File: config.mk
export PLATFORM = sky130hd
export DESIGN_NAME = rmpt_ctrl
export DESIGN_NICKNAME = d
export VERILOG_FILES = /design/src/hw/rtl/rmpt_pkg.sv /design/src/hw/rtl/rmpt_ctrl.sv
export SDC_FILE = /design/constraint.sdc
export NUM_CORES = 1
export LEC_CHECK = 0
export BUFFER_PORTS_ARGS = -buffer_cell sky130_fd_sc_hd__buf_2
export CORE_AREA = 2 2 49 51
export DETAILED_ROUTE_END_ITERATION = 12
export DIE_AREA = 0 0 51 53
export PLACE_DENSITY = 0.72
export SYNTH_ARGS = -nofsm -noshare
export SYNTH_HDL_FRONTEND = slang
export SYNTH_SLANG_ARGS = --single-unit
File: constraint.sdc
create_clock -name clk_i -period 2.44 [get_ports clk_i]
set_input_delay 0.122 -clock clk_i [delete_from_list [all_inputs] [get_ports clk_i]]
set_output_delay 0.122 -clock clk_i [all_outputs]
set_load 0.005 [all_outputs]
File: src/hw/rtl/rmpt_pkg.sv
// ----------------------------------------------------------------------------
// rmpt_pkg
// Shared types, constants and helpers of the range matrix product tree.
// ----------------------------------------------------------------------------
package rmpt_pkg;

  // Prime modulus and Barrett constant floor(2^60 / P)
  localparam logic [29:0] P_MOD      = 30'd1000000007;
  localparam logic [31:0] P_MOD_X2   = 32'd2000000014;
  localparam logic [30:0] BARRETT_MU = 31'd1152921496;

  // Tree geometry: perfect heap, node 1 is the root, leaves at MAX_LEAVES..
  localparam int unsigned MAX_LEAVES = 1024;
  localparam int unsigned NODE_AW    = $clog2(2 * MAX_LEAVES);
  localparam int unsigned PTR_W      = NODE_AW + 1;
  localparam int unsigned POS_W      = 11;
  localparam int unsigned ELEM_W     = 30;

  // Command kinds and register indexes
  localparam logic CMD_QUERY  = 1'b0;
  localparam logic CMD_TOGGLE = 1'b1;
  localparam logic REG_LEAF_COUNT = 1'b0;

  typedef logic [ELEM_W-1:0] elem_t;
  typedef elem_t [3:0]       mat_t;   // entry index row*2+col

  localparam mat_t MAT_ONES  = {4{30'd1}};
  localparam mat_t MAT_IDENT = {30'd1, 30'd0, 30'd0, 30'd1};

  // Node memory read address source
  typedef enum logic [2:0] {
    RA_X, RA_X2, RA_X2P1, RA_L, RA_R
  } rsel_e;

  // Node memory write data source
  typedef enum logic [1:0] {
    W_ONES, W_MM, W_FLIP
  } wsel_e;

  // Node pointer operation
  typedef enum logic [2:0] {
    X_HOLD, X_INC, X_DEC, X_HALF, X_POS, X_LEAF_TOP
  } xop_e;

  // Controller to datapath commands
  typedef struct packed {
    logic  item_ld;
    rsel_e rsel;
    logic  ld_a;
    logic  a_from_res;
    logic  ld_b;
    logic  b_from_res;
    logic  mm_start;
    logic  wr;
    wsel_e wsel;
    xop_e  xop;
    logic  q_init;
    logic  l_inc;
    logic  r_dec;
    logic  lr_half;
    logic  resl_ld;
    logic  resr_ld;
    logic  out_ld;
    logic  out_err;
  } dp_cmd_t;

  // Datapath to controller status
  typedef struct packed {
    logic is_toggle;
    logic tog_ok;
    logic qry_ok;
    logic x_last_leaf;
    logic x_root;
    logic l_gt_r;
    logic l_odd;
    logic r_even;
    logic mm_busy;
    logic out_free;
  } dp_stat_t;

  // Sum of two residues, reduced
  function automatic elem_t mod_add(elem_t a, elem_t b);
    logic [ELEM_W:0] s;
    s = {1'b0, a} + {1'b0, b};
    if (s >= {1'b0, P_MOD}) begin
      s = s - {1'b0, P_MOD};
    end
    return s[ELEM_W-1:0];
  endfunction

endpackage

File: src/hw/rtl/rmpt_ctrl.sv
// ----------------------------------------------------------------------------
// rmpt_ctrl
// Sequencer: tree build after reset, leaf toggle with path refresh, range query.
// ----------------------------------------------------------------------------
module rmpt_ctrl (
  input  logic                 clk_i,
  input  logic                 rst_ni,
  input  logic                 in_valid_i,
  output logic                 in_ready_o,
  input  rmpt_pkg::dp_stat_t   stat_i,
  output rmpt_pkg::dp_cmd_t    cmd_o
);
  import rmpt_pkg::*;

  localparam logic [4:0] ST_FILL    = 5'd0;
  localparam logic [4:0] ST_IDLE    = 5'd1;
  localparam logic [4:0] ST_DEC     = 5'd2;
  localparam logic [4:0] ST_TG_RD   = 5'd3;
  localparam logic [4:0] ST_TG_WR   = 5'd4;
  localparam logic [4:0] ST_RB_RD0  = 5'd5;
  localparam logic [4:0] ST_RB_RD1  = 5'd6;
  localparam logic [4:0] ST_RB_MUL  = 5'd7;
  localparam logic [4:0] ST_RB_WAIT = 5'd8;
  localparam logic [4:0] ST_Q_CHK   = 5'd9;
  localparam logic [4:0] ST_Q_LMUL  = 5'd10;
  localparam logic [4:0] ST_Q_LWAIT = 5'd11;
  localparam logic [4:0] ST_Q_RCHK  = 5'd12;
  localparam logic [4:0] ST_Q_RMUL  = 5'd13;
  localparam logic [4:0] ST_Q_RWAIT = 5'd14;
  localparam logic [4:0] ST_Q_SH    = 5'd15;
  localparam logic [4:0] ST_Q_FIN   = 5'd16;
  localparam logic [4:0] ST_Q_FWAIT = 5'd17;
  localparam logic [4:0] ST_Q_ERR   = 5'd18;

  localparam logic MODE_BUILD  = 1'b0;
  localparam logic MODE_TOGGLE = 1'b1;

  logic [4:0] state_q, state_d;
  logic       mode_q, mode_d;

  always_ff @(posedge clk_i or negedge rst_ni) begin
    if (!rst_ni) begin
      state_q <= ST_FILL;
      mode_q  <= MODE_BUILD;
    end else begin
      state_q <= state_d;
      mode_q  <= mode_d;
    end
  end

  assign in_ready_o = (state_q == ST_IDLE);

  // Next state and command decode
  always_comb begin
    state_d = state_q;
    mode_d  = mode_q;
    cmd_o   = '0;
    cmd_o.rsel = RA_X;
    cmd_o.wsel = W_ONES;
    cmd_o.xop  = X_HOLD;
    case (state_q)
      // Leaves to all-ones, then build upwards
      ST_FILL: begin
        cmd_o.wr = 1'b1;
        if (stat_i.x_last_leaf) begin
          cmd_o.xop = X_LEAF_TOP;
          mode_d    = MODE_BUILD;
          state_d   = ST_RB_RD0;
        end else begin
          cmd_o.xop = X_INC;
        end
      end
      ST_IDLE: begin
        if (in_valid_i) begin
          cmd_o.item_ld = 1'b1;
          state_d       = ST_DEC;
        end
      end
      ST_DEC: begin
        if (stat_i.is_toggle) begin
          if (stat_i.tog_ok) begin
            cmd_o.xop = X_POS;
            state_d   = ST_TG_RD;
          end else begin
            state_d = ST_IDLE;
          end
        end else if (stat_i.qry_ok) begin
          cmd_o.q_init = 1'b1;
          state_d      = ST_Q_CHK;
        end else begin
          state_d = ST_Q_ERR;
        end
      end
      // Toggle: flip the leaf, then refresh its ancestors
      ST_TG_RD: begin
        cmd_o.rsel = RA_X;
        state_d    = ST_TG_WR;
      end
      ST_TG_WR: begin
        cmd_o.wr   = 1'b1;
        cmd_o.wsel = W_FLIP;
        cmd_o.xop  = X_HALF;
        mode_d     = MODE_TOGGLE;
        state_d    = ST_RB_RD0;
      end
      // Node refresh from its two children
      ST_RB_RD0: begin
        cmd_o.rsel = RA_X2;
        state_d    = ST_RB_RD1;
      end
      ST_RB_RD1: begin
        cmd_o.ld_a = 1'b1;
        cmd_o.rsel = RA_X2P1;
        state_d    = ST_RB_MUL;
      end
      ST_RB_MUL: begin
        cmd_o.ld_b     = 1'b1;
        cmd_o.mm_start = 1'b1;
        state_d        = ST_RB_WAIT;
      end
      ST_RB_WAIT: begin
        if (!stat_i.mm_busy) begin
          cmd_o.wr   = 1'b1;
          cmd_o.wsel = W_MM;
          if (stat_i.x_root) begin
            state_d = ST_IDLE;
          end else begin
            cmd_o.xop = (mode_q == MODE_BUILD) ? X_DEC : X_HALF;
            state_d   = ST_RB_RD0;
          end
        end
      end
      // Query: bottom-up walk with left and right partial products
      ST_Q_CHK: begin
        cmd_o.rsel = RA_L;
        if (stat_i.l_gt_r) begin
          state_d = ST_Q_FIN;
        end else if (stat_i.l_odd) begin
          state_d = ST_Q_LMUL;
        end else begin
          state_d = ST_Q_RCHK;
        end
      end
      ST_Q_LMUL: begin
        cmd_o.ld_a       = 1'b1;
        cmd_o.a_from_res = 1'b1;
        cmd_o.ld_b       = 1'b1;
        cmd_o.mm_start   = 1'b1;
        state_d          = ST_Q_LWAIT;
      end
      ST_Q_LWAIT: begin
        if (!stat_i.mm_busy) begin
          cmd_o.resl_ld = 1'b1;
          cmd_o.l_inc   = 1'b1;
          state_d       = ST_Q_RCHK;
        end
      end
      ST_Q_RCHK: begin
        cmd_o.rsel = RA_R;
        state_d    = stat_i.r_even ? ST_Q_RMUL : ST_Q_SH;
      end
      ST_Q_RMUL: begin
        cmd_o.ld_a       = 1'b1;
        cmd_o.ld_b       = 1'b1;
        cmd_o.b_from_res = 1'b1;
        cmd_o.mm_start   = 1'b1;
        state_d          = ST_Q_RWAIT;
      end
      ST_Q_RWAIT: begin
        if (!stat_i.mm_busy) begin
          cmd_o.resr_ld = 1'b1;
          cmd_o.r_dec   = 1'b1;
          state_d       = ST_Q_SH;
        end
      end
      ST_Q_SH: begin
        cmd_o.lr_half = 1'b1;
        state_d       = ST_Q_CHK;
      end
      ST_Q_FIN: begin
        cmd_o.ld_a       = 1'b1;
        cmd_o.a_from_res = 1'b1;
        cmd_o.ld_b       = 1'b1;
        cmd_o.b_from_res = 1'b1;
        cmd_o.mm_start   = 1'b1;
        state_d          = ST_Q_FWAIT;
      end
      ST_Q_FWAIT: begin
        if (!stat_i.mm_busy && stat_i.out_free) begin
          cmd_o.out_ld = 1'b1;
          state_d      = ST_IDLE;
        end
      end
      ST_Q_ERR: begin
        if (stat_i.out_free) begin
          cmd_o.out_err = 1'b1;
          state_d       = ST_IDLE;
        end
      end
      default: begin
        state_d = ST_IDLE;
      end
    endcase
  end

endmodule

==> metrics.cfg <==
[sta]
hold_viol_final=0
fmax_mhz=484
timing.final.ws_setup_ps=374
final-max-slew-violation-count=0
finClkSkew_ps=0.0751
setup_tns_ps=0
hold-worst-slack_ps=237
fin_crit_ps=2070
finalSetupViolCount=0
tightest_slew_ps=544
min_period_over_period_pct=84.7
max_slew_margin_pct=63.7
rsz0062_at_grt=false

[die]
core.rowCount=17
ios=37
fp.dieW_um=51
dieHeight_um=53
start_util_pct=42.7
coreArea_mm2=0.00215
fp.dieArea_mm2=0.00270

[critical_path]
cp_slowest_cell=dfrtp_1
worstPathRequired_ps=2320
worstReg2RegEnd=state_q[3]
critPathKind=reg2out
crit_fanout=16
end_kind=output port
reg2reg_from=state_q[0]
crit_path_max_incr_delay_ps=680
arrival_ps=1940
startpoint_type=flip-flop
r2r_cells=5
rrSetupSlack_ps=590
crit_path_cell_trace=nand2b_1, mux2i_1, a21oi_1, o22ai_1, buf_2

[clocking]
clkTransAtPathRegs_ps=40
h-tree-depth=1
root_buffer=clkbuf_4
postCtsHoldBufs=1
cts_max_path_buffers=2
cts_setup_buffers=0
ctsResizeCount=0
clock_latency_ps=240
cts_buffers=3
cts_tree=built
cts.sinks=6

[power_and_ir_drop]
clockPowerShare_pct=6.8
sw_frac_of_total_pct=53.9
power_mw=1.29
p_sw_uw=697
pwr-share-comb_pct=73.5
p_int_uw=596
max-vdd-ir-drop_mv=0.585
power.density_mw_per_mm2=1190
leakagePower_nw=0.492
seqPwrFrac_pct=19.6

[global_route]
met1_usage_pct=27.7
antenna_found_initial=0
grt-busiest-layer=met2
use_met3_pct=4.80
grt_use_total_pct=21.0
grt_pass1_wl_um=4260
grt_pass1_vias=917
grt.overflow.total=0
use_met2_pct=35.3
grt_start_max_net_pins=20

[finish]
syn_to_final_growth_pct=18.1
antenna_cells=0
fin_area_mm2=0.00108
nets=175
drive_gt1_share_pct=31.9
final_common_cell=buf_2
fill_cells=214
fin_cells=188
utilization_pct=50.5
layout_common_cells=buf_2 (36), nand2_1 (14), nor2_1 (12)

[yosys]
synth_seq_cells=6
synthFlopType=dfrtp_1
avgSynthCellArea_um2=6.91
synth-async-reset-ratio_pct=100
synthesis.nets=146
synth_warnings=0
synth_edf_count=0
postSynthCellCount=133
yosysSeqAreaShare_pct=16.3
synth_cell_types=44
syn-cell-area_um2=918

[job]
drv_cap=0

[drt]
wl_um=2720
vias=1108
drc=0
drt-pass1-iter-count=4
drtIter0Drc=32
ant_nets=0
via_per_inst=5.89
wl_per_cell_um=14.5

[placed_design]
post_dp_cell_area_mm2=0.00105
io_buffer_count=36
gp_congestion=0.971
preCtsSetupSlack_ps=628
dp.cells=184
place_hpwl_um=2070

[run_status]
status=finished, final reports clean

[min_path]
min_path_type=in2async

## Yosys cell counts, types with 3 or more instances
cell type	n	area share [%]
nand3_1	4	2.2
nand2b_1	3	2.0
buf_4	6	4.9
nor4_1	5	3.4
o21ai_0	7	3.8
nand2_1	14	5.7
nor3_1	8	4.4
a21oi_1	11	6.0
o22ai_1	5	3.4
dfrtp_1	6	16
buf_2	7	3.8
nor2_1	12	4.9
nor2b_1	3	2.0
o21a_1	3	2.5
## cell type report
type                    instances  area [um^2]  share of cell area (%)
multi-input cells             106          642                    59.2
clock buffers                   3         22.5                    2.08
inverters                       4         15.0                    1.38
flip-flops and latches          6          150                    13.8
well taps                      28         35.0                    3.23
repair buffers                 41          220                    20.3
## flip-flops by register name (all words and copies together), names as in the netlist
name	flops
mode_q	1
state_q	5
## power by group through the flow
stage / clock network (mW) / logic, mW / registers, mW
after floorplan: 0 / 0.834 / 0.167
after global placement: 0 / 0.929 / 0.248
after detailed placement: 0 / 0.938 / 0.251
after CTS: 0.0929 / 0.944 / 0.250
after global routing: 0.105 / 1.04 / 0.263
final: 0.0885 / 0.951 / 0.254
## worst max-delay path: cells and delay by family (launching register included)
family	cells	cell delay, ps
flops	1	680
simple gates	1	430
compound gates	2	280
mux	1	160
buf+inv	1	150
## routing by layer
metal / share of wire, % / wire length (um)
met1: 44 / 1200
met2: 46 / 1250
met3: 8.8 / 238
met4: 1.1 / 31
met5: 0 / 0
## cell families (layout without fill, tap and decap cells)
kind of cell	Yosys count	count (layout)	share of synthesized area, %
AOI/OAI and AO/OA	43	43	32.3
xor gates and xnor gates	2	2	1.91
buffers and inverters	21	48	13.8
DFF	6	6	16.3
muxes	1	1	1.09
and+or+nand+nor	60	60	34.6
## how the worst max path moves through the flow
stage                 endpoint  depth (start not counted)  slack, ps  startpoint
finish               cmd_o[14]                          5        370  state_q[0]
global route         cmd_o[16]                          5        190  state_q[0]
CTS                  cmd_o[14]                          5        390  state_q[0]
detailed placement  state_q[3]                          5        630  state_q[0]
global placement    state_q[3]                          5        690  state_q[0]
floorplan            cmd_o[16]                          7        950  state_q[0]
No activity file was read; power rests on OpenSTA's default activity.
